**config.mk**
```make
export PLATFORM = sky130hd
export DESIGN_NAME = key_scan_debounce_note_events_unit
export DESIGN_NICKNAME = d
export VERILOG_FILES = /design/src/hdl/ksd_pkg.sv /design/src/hdl/ksd_state_mem.sv /design/src/hdl/ksd_pitch_mem.sv /design/src/hdl/ksd_update.sv /design/src/hdl/key_scan_debounce_note_events_unit.sv
export SDC_FILE = /design/constraint.sdc
export NUM_CORES = 1
export LEC_CHECK = 0
export ABC_AREA = 1
export ABC_CLOCK_PERIOD_IN_PS = 5000
export BUFFER_PORTS_ARGS = -buffer_cell sky130_fd_sc_hd__buf_4
export CAP_MARGIN = 20
export CORE_ASPECT_RATIO = 0.6
export CORE_UTILIZATION = 35
export DETAILED_ROUTE_END_ITERATION = 16
export HOLD_SLACK_MARGIN = 0.1
export SYNTH_ARGS = -nofsm -noshare
export SYNTH_HDL_FRONTEND = slang
export SYNTH_SLANG_ARGS = --single-unit
```
**constraint.sdc**
```tcl
create_clock -name aclk -period 5 [get_ports aclk]
set_clock_uncertainty 0.05 [all_clocks]
set_input_delay 0.5 -clock aclk [delete_from_list [all_inputs] [get_ports aclk]]
set_output_delay 0.5 -clock aclk [all_outputs]
set_load 0.02 [all_outputs]
```
**src/hdl/ksd_pkg.sv**
```systemverilog
// Package for the key scan debounce block.
// Holds the shared types, register indexes, reset values and helper functions.
// Depends on nothing.
`default_nettype none

package ksd_pkg;

    localparam int NUM_KEYS_DEF = 39;

    localparam logic MODE_SAMPLE = 1'b0;
    localparam logic MODE_MAP_WRITE = 1'b1;

    localparam int CFG_INDEX_W = 2;
    localparam logic [CFG_INDEX_W-1:0] REG_LEVEL_THRESHOLD = 2'd0;
    localparam logic [CFG_INDEX_W-1:0] REG_ON_SAMPLES = 2'd1;
    localparam logic [CFG_INDEX_W-1:0] REG_OFF_SAMPLES = 2'd2;

    localparam logic [7:0] LEVEL_THRESHOLD_RST = 8'h0A;
    localparam logic [7:0] ON_SAMPLES_RST = 8'd7;
    localparam logic [7:0] OFF_SAMPLES_RST = 8'd5;

    localparam logic [9:0] VEL_OFFSET = 10'd5;
    localparam logic [6:0] VEL_MAX = 7'd127;
    localparam logic [7:0] COUNT_MAX = 8'hFF;

    typedef struct packed {
        logic       pressed;
        logic [7:0] on_cnt;
        logic [7:0] off_cnt;
    } key_state_t;

    typedef struct packed {
        logic [7:0] threshold;
        logic [7:0] on_needed;
        logic [7:0] off_needed;
    } debounce_cfg_t;

    typedef struct packed {
        logic       event_valid;
        logic [6:0] pitch;
        logic [6:0] velocity;
        logic [5:0] key_number;
        logic       scan_done;
    } note_result_t;

    function automatic logic [7:0] sat_inc(input logic [7:0] c);
        sat_inc = (c == COUNT_MAX) ? c : c + 8'd1;
    endfunction

    function automatic logic [6:0] press_velocity(input logic [7:0] level);
        logic [9:0] sum;
        sum = {1'b0, level, 1'b0} + VEL_OFFSET;
        press_velocity = (sum > {3'b000, VEL_MAX}) ? VEL_MAX : sum[6:0];
    endfunction

endpackage

`default_nettype wire

```
**src/hdl/ksd_state_mem.sv**
```systemverilog
// Per-key debounce state memory with per-entry valid bits and write bypass.
// Uses key_state_t from ksd_pkg.
`default_nettype none

module ksd_state_mem import ksd_pkg::*; #(
    parameter int NUM_KEYS = NUM_KEYS_DEF,
    parameter int KEY_W = 1
) (
    input  wire logic             aclk,
    input  wire logic             aresetn,
    input  wire logic             rd_en,
    input  wire logic [KEY_W-1:0] rd_addr,
    output key_state_t            rd_data,
    input  wire logic             wr_en,
    input  wire logic [KEY_W-1:0] wr_addr,
    input  wire key_state_t       wr_data
);

    key_state_t mem_reg [NUM_KEYS];
    logic [NUM_KEYS-1:0] vld_reg;
    key_state_t rd_data_reg;
    logic rd_vld_reg;
    logic bypass;

    assign bypass = wr_en && (wr_addr == rd_addr);

    always_ff @(posedge aclk) begin
        if (wr_en) begin
            mem_reg[wr_addr] <= wr_data;
        end
        if (rd_en) begin
            rd_data_reg <= bypass ? wr_data : mem_reg[rd_addr];
        end
    end

    always_ff @(posedge aclk) begin
        if (!aresetn) begin
            vld_reg <= '0;
            rd_vld_reg <= 1'b0;
        end else begin
            if (wr_en) begin
                vld_reg[wr_addr] <= 1'b1;
            end
            if (rd_en) begin
                rd_vld_reg <= bypass || vld_reg[rd_addr];
            end
        end
    end

    assign rd_data = rd_vld_reg ? rd_data_reg : '0;

endmodule

`default_nettype wire

```
**src/hdl/ksd_pitch_mem.sv**
```systemverilog
// Pitch map memory, one note number per key, with write bypass on the read port.
// Uses constants from ksd_pkg.
`default_nettype none

module ksd_pitch_mem import ksd_pkg::*; #(
    parameter int NUM_KEYS = NUM_KEYS_DEF,
    parameter int KEY_W = 1
) (
    input  wire logic             aclk,
    input  wire logic             rd_en,
    input  wire logic [KEY_W-1:0] rd_addr,
    output logic [6:0]            rd_data,
    input  wire logic             wr_en,
    input  wire logic [KEY_W-1:0] wr_addr,
    input  wire logic [6:0]       wr_data
);

    logic [6:0] mem_reg [NUM_KEYS];
    logic [6:0] rd_data_reg;

    always_ff @(posedge aclk) begin
        if (wr_en) begin
            mem_reg[wr_addr] <= wr_data;
        end
        if (rd_en) begin
            if (wr_en && (wr_addr == rd_addr)) begin
                rd_data_reg <= wr_data;
            end else begin
                rd_data_reg <= mem_reg[rd_addr];
            end
        end
    end

    assign rd_data = rd_data_reg;

endmodule

`default_nettype wire

```
**src/hdl/ksd_update.sv**
```systemverilog
// Debounce update for one key sample: new run counts, pressed flag and note result.
// Uses the types and helper functions of ksd_pkg.
`default_nettype none

module ksd_update import ksd_pkg::*; (
    input  wire logic       mode,
    input  wire logic [7:0] level,
    input  wire logic [5:0] key_number,
    input  wire logic       scan_done,
    input  wire debounce_cfg_t cfg,
    input  wire key_state_t    cur_state,
    input  wire logic [6:0] pitch,
    output key_state_t      new_state,
    output note_result_t    result
);

    logic hit;
    logic on_flag;
    logic off_met;
    logic next_pressed;
    logic change;

    always_comb begin
        hit = level > cfg.threshold;
        new_state.on_cnt = hit ? sat_inc(cur_state.on_cnt) : 8'd0;
        new_state.off_cnt = hit ? 8'd0 : sat_inc(cur_state.off_cnt);
        on_flag = new_state.on_cnt >= cfg.on_needed;
        off_met = new_state.off_cnt >= cfg.off_needed;
        next_pressed = on_flag || (!off_met && cur_state.pressed);
        new_state.pressed = next_pressed;
        change = next_pressed != cur_state.pressed;

        result = '0;
        if (mode == MODE_SAMPLE) begin
            result.event_valid = change;
            result.pitch = change ? pitch : 7'd0;
            result.velocity = (change && next_pressed) ? press_velocity(level) : 7'd0;
            result.key_number = key_number;
            result.scan_done = scan_done;
        end
    end

endmodule

`default_nettype wire

```
**src/hdl/key_scan_debounce_note_events_unit.sv**
```systemverilog
// Key scan debouncer that turns per-key level samples into note on/off events.
// Sample requests enter on the s_ stream, one result per request leaves on the m_ stream.
// Configuration writes use the cfg_ channel, which is always ready.
// A sample request (tuser 0) carries the level of the current key; the internal key
// index advances after each sample and wraps at NUM_KEYS or when tlast is set.
// A map request (tuser 1) loads one pitch entry and returns an all-zero result.
// Each result carries tuser = event flag and tlast = scan wrapped.
// The accepting edge registers the request and reads the per-key state memory; once the output
// register is free, the state is updated and the result is loaded into the output register,
// which drives m_tvalid.
// Throughput is one request per cycle while the receiver takes results; a same-key write back
// is forwarded into the next read, so consecutive samples of one key also run back to back.
// When the receiver stalls, the output register and the input stage hold, and
// s_tready drops only once both are full.
// Reset returns the registers to their defaults, the key index to zero and all keys
// to released with cleared run counts; pitch entries stay undefined until loaded.
// Depends on ksd_pkg, ksd_state_mem, ksd_pitch_mem and ksd_update.
`default_nettype none

module key_scan_debounce_note_events_unit import ksd_pkg::*; #(
    parameter int NUM_KEYS = NUM_KEYS_DEF
) (
    input  wire logic                   aclk,
    input  wire logic                   aresetn,
    input  wire logic                   s_tvalid,
    output logic                        s_tready,
    input  wire logic [23:0]            s_tdata,   // level[7:0], map_index[13:8], map_pitch[20:14]
    input  wire logic                   s_tuser,   // mode
    input  wire logic                   s_tlast,   // scan end flag
    output logic                        m_tvalid,
    input  wire logic                   m_tready,
    output logic [23:0]                 m_tdata,   // pitch[6:0], velocity[13:7], key_number[19:14]
    output logic                        m_tuser,   // event_valid
    output logic                        m_tlast,   // scan_done
    input  wire logic                   cfg_valid,
    output logic                        cfg_ready,
    input  wire logic [CFG_INDEX_W-1:0] cfg_index,
    input  wire logic [7:0]             cfg_data
);

    localparam int KEY_W = (NUM_KEYS > 1) ? $clog2(NUM_KEYS) : 1;
    localparam logic [KEY_W-1:0] LAST_KEY = KEY_W'(NUM_KEYS - 1);
    localparam logic [6:0] NUM_KEYS_EXT = 7'(NUM_KEYS);

    debounce_cfg_t cfg_reg;
    logic [KEY_W-1:0] key_reg;
    logic [KEY_W-1:0] key_next;
    logic scan_wrap;

    logic s1_valid_reg;
    logic s1_mode_reg;
    logic [7:0] s1_level_reg;
    logic s1_done_reg;
    logic [KEY_W-1:0] s1_key_reg;
    logic [5:0] s1_map_index_reg;
    logic [6:0] s1_map_pitch_reg;

    logic m_tvalid_reg;
    note_result_t result_reg;

    logic out_free;
    logic s1_adv;
    logic accept;
    logic state_wr;
    logic pitch_wr;

    key_state_t cur_state;
    key_state_t new_state;
    logic [6:0] cur_pitch;
    note_result_t result;

    assign cfg_ready = 1'b1;
    assign out_free = !m_tvalid_reg || m_tready;
    assign s1_adv = s1_valid_reg && out_free;
    assign s_tready = !s1_valid_reg || out_free;
    assign accept = s_tvalid && s_tready;

    assign scan_wrap = (key_reg == LAST_KEY) || s_tlast;
    assign key_next = scan_wrap ? '0 : key_reg + KEY_W'(1);

    assign state_wr = s1_adv && (s1_mode_reg == MODE_SAMPLE);
    assign pitch_wr = s1_adv && (s1_mode_reg == MODE_MAP_WRITE)
                      && ({1'b0, s1_map_index_reg} < NUM_KEYS_EXT);

    always_ff @(posedge aclk) begin
        if (!aresetn) begin
            cfg_reg.threshold <= LEVEL_THRESHOLD_RST;
            cfg_reg.on_needed <= ON_SAMPLES_RST;
            cfg_reg.off_needed <= OFF_SAMPLES_RST;
        end else if (cfg_valid && cfg_ready) begin
            case (cfg_index)
                REG_LEVEL_THRESHOLD: cfg_reg.threshold <= cfg_data;
                REG_ON_SAMPLES: cfg_reg.on_needed <= cfg_data;
                REG_OFF_SAMPLES: cfg_reg.off_needed <= cfg_data;
                default: ;
            endcase
        end
    end

    always_ff @(posedge aclk) begin
        if (!aresetn) begin
            key_reg <= '0;
            s1_valid_reg <= 1'b0;
            m_tvalid_reg <= 1'b0;
        end else begin
            if (accept && (s_tuser == MODE_SAMPLE)) begin
                key_reg <= key_next;
            end
            if (accept) begin
                s1_valid_reg <= 1'b1;
            end else if (s1_adv) begin
                s1_valid_reg <= 1'b0;
            end
            if (s1_adv) begin
                m_tvalid_reg <= 1'b1;
            end else if (m_tready) begin
                m_tvalid_reg <= 1'b0;
            end
        end
    end

    always_ff @(posedge aclk) begin
        if (accept) begin
            s1_mode_reg <= s_tuser;
            s1_level_reg <= s_tdata[7:0];
            s1_done_reg <= scan_wrap;
            s1_key_reg <= key_reg;
            s1_map_index_reg <= s_tdata[13:8];
            s1_map_pitch_reg <= s_tdata[20:14];
        end
        if (s1_adv) begin
            result_reg <= result;
        end
    end

    ksd_state_mem #(
        .NUM_KEYS(NUM_KEYS),
        .KEY_W(KEY_W)
    ) u_state_mem (
        .aclk(aclk),
        .aresetn(aresetn),
        .rd_en(accept),
        .rd_addr(key_reg),
        .rd_data(cur_state),
        .wr_en(state_wr),
        .wr_addr(s1_key_reg),
        .wr_data(new_state)
    );

    ksd_pitch_mem #(
        .NUM_KEYS(NUM_KEYS),
        .KEY_W(KEY_W)
    ) u_pitch_mem (
        .aclk(aclk),
        .rd_en(accept),
        .rd_addr(key_reg),
        .rd_data(cur_pitch),
        .wr_en(pitch_wr),
        .wr_addr(s1_map_index_reg[KEY_W-1:0]),
        .wr_data(s1_map_pitch_reg)
    );

    ksd_update u_update (
        .mode(s1_mode_reg),
        .level(s1_level_reg),
        .key_number(6'(s1_key_reg)),
        .scan_done(s1_done_reg),
        .cfg(cfg_reg),
        .cur_state(cur_state),
        .pitch(cur_pitch),
        .new_state(new_state),
        .result(result)
    );

    assign m_tvalid = m_tvalid_reg;
    assign m_tdata = {4'd0, result_reg.key_number, result_reg.velocity, result_reg.pitch};
    assign m_tuser = result_reg.event_valid;
    assign m_tlast = result_reg.scan_done;

endmodule

`default_nettype wire

```
==> results.md <==
* Status: complete, no violations
* Postcts setup bufs at 0
* Commonest non-fill, non-tap cell in the layout: nand2_1
* Placement Setup Slack at 707 ps
* Clk root buf: clkbuf_16
* Final Net Count at 4,485
* Die span in y at 282 um
* Vias at 31.4k
* Buffers & Inverters on Critical Path at 2
* Clock sink count at 1,083
* Post-synth top area cell: edfxtp_1
* Setup violations, final at 0
* Max reg flops at 663
* Final WS setup at 599 ps
* Slew @ Worst Pin at 1130 ps
* Post-synthesis sequential area ratio at 0.693
* Crit start category: register
* Crit Path Max Fanout at 8
* Max-cap viol count at 0
* Final hold vios at 0
* Final min period at 4400 ps
* Drt total wl at 127 mm
* Sum of negative setup slack at 0 ps
* RSZ-0062 raised after global routing: no
* Worst Hold Class: input pin to register
* Worst EP arrival at 4920 ps
* CTS buffer count at 95
* CTS tree: done
* VDD IR max at 0.000300 V
* Global-route total usage across every layer at 0.188
* Initial antenna violation count at 7
* Syn_area_per_cell at 10.6 sq um
* Delay-heaviest family, CP: simple AND/OR/NAND/NOR gates
* F_max at 227 MHz
* H-tree depth at 3
* PwrDens at 361 nW/um^2
* Most frequent cell on the critical path: nand2_1
* Fin cells at 6,207
* CTS Buffer Depth at 3
* Drt drc at 0
* Tot Pwr at 18.8 mW
* Vias in the first global route at 28.5k
* Largest net degree at the start of global routing at 169
* Layout fillers at 12.3k
* Row count at 102
* Area of the multi-input gates at 11,900 sq um
* RePlAce Congestion at 0.875
* Synth unique cells at 39
* CP Class: register to register
* Synth-to-Final Area Change at 13.6%
* Total die area at 133,000 sq um
* Post-DRT Antenna Nets at 0
* Area of the core at 130,000 sq um
* Vias per std cell at 5.06
* Syn. warnings at 0
* Initial Util at 0.354
* Grt ovf at 0
* Max-slew violation count at 0
* Top Ports at 70
* Critical-path cell list: ha_1 > nand2_1 > nor2_1 > nand4_1 > nand2_1 > inv_1 > nand2_1 > nor2_4 > ha_1 > a21oi_1 > o21ai_0 > nor3_1 > nand2_1 > ha_1 > nor2_1 > inv_1 > nor2_1
* Top cells by area, synth: edfxtp_1 66%, nand2_1 11%, nand3_1 4.8%, nor2_1 3.9%, dfxtp_1 3.1%
* Leakage power at 19.8 nW
* FF+latch area at 31,800 sq um
* Synthesized instance count at 4,332
* Buffers on Ports at 61
* Ratio of cells with drive above 1 in the final layout at 0.0853
* Iter 0 DRT Violations at 4,053
* Most frequent cells in the layout: 1,313 x nand2_1, 1,011 x edfxtp_1, 443 x nand3_1, 433 x nor2_1, 341 x inv_1
* DP HPWL at 76.0 mm
* Flops & latches, synth at 1,083
* Critical Path RT at 5520 ps
* DRT Pass-1 Iters at 6
* Global-route wire length before repair at 187 mm
* Die Wd at 469 um
* Inst Count DP at 5,986
* Part of the cycle the worst path needs at 0.880
* Worst stage delay on the critical path at 520 ps
* Synth top area share at 0.662
* Worst setup EP type: register
* Cell area after synthesis at 45,900 sq um
* CP max stage cell: nand2_1
* Clock slew at reported path FFs at 70 ps
* Drt wl/cell at 20.4 um
* Worst slew margin at 0.248
* Worst-Skew Late Latency at 720 ps
## cells by family (layout without fill, tap and decap cells)
kind of cell,after synthesis,in the layout,share of synthesized area
other,2,6,0.000164
flip-flops,1083,1083,0.693
AO/OA/AOI/OAI,337,337,0.0409
AND/OR/NAND/NOR,2285,2285,0.202
XOR/XNOR,16,16,0.00305
adder cells (fa/ha/maj),31,31,0.00845
buffers and inverters,578,733,0.0527
## where the power goes
| part | switching, mW | internal, mW |
|---|---|---|
| Combinational | 0.831 | 0.302 |
| Sequential | 0.0583 | 9.98 |
| Clock | 3.45 | 4.18 |
## cell type report
cell class              instances  share of cell area
flip-flops and latches       1083               0.610
multi-input cells            2674               0.227
clock buffers                 120              0.0492
well taps                    1716              0.0412
diodes                          1           0.0000480
clock inverters                54              0.0117
repair buffers                208              0.0344
inverters                     351              0.0257
## what timing repair did
| item | in CTS | in global routing |
|---|---|---|
| resized for setup | 0 | 0 |
| endpoints found under the hold margin | 50 | 0 |
| hold buffers | 37 | 0 |
## Yosys cell counts, drive strengths merged
master and number:
o21ai 126, conb 2, a21oi 134, nor2 478, a21boi 7, nor4 1, and3 5, nor3 23
nor3b 4, clkinv 1, buf 180, dfxtp 72, xor2 13, o21a 9, edfxtp 1011, a31oi 1
clkbuf 47, nand4 15, ha 31, inv 350, o22ai 3, o211ai 56, xnor2 3, or2 1
nand3 443, a22oi 1, and2 1, nand2 1314
## per-stage QoR
stage | util | hold slack (ps) | instance area [sq um]
floorplan | - | 353 | 45900
global placement | 0.374 | 393 | 48400
detailed placement | 0.374 | 404 | 48400
CTS | 0.401 | 105 | 52000
global route | 0.402 | 149 | 52100
finish | 0.402 | 165 | 52100
## path summary, 6_finish.rpt
check                                          to  depth (start not counted)  slack (ps)                            startpoint
max                      m_tdata[3]$_SDFFCE_PP0P_                         17         600             s1_level_reg[7]$_DFFE_PP_
min                      cfg_reg[17]$_SDFFE_PN1P_                          2         170                               aresetn
min reg2reg  u_state_mem.vld_reg[37]$_SDFFE_PN0P_                          2         420  u_state_mem.vld_reg[37]$_SDFFE_PN0P_
max reg2reg              m_tdata[3]$_SDFFCE_PP0P_                         17         600             s1_level_reg[7]$_DFFE_PP_
## routing by layer
metal	global-route usage	wire length (um)
met1	0.294	60400
met2	0.252	49700
met3	0.0576	14900
met4	0.0344	1620
met5	0	7
No activity file was read; power rests on OpenSTA's default activity.
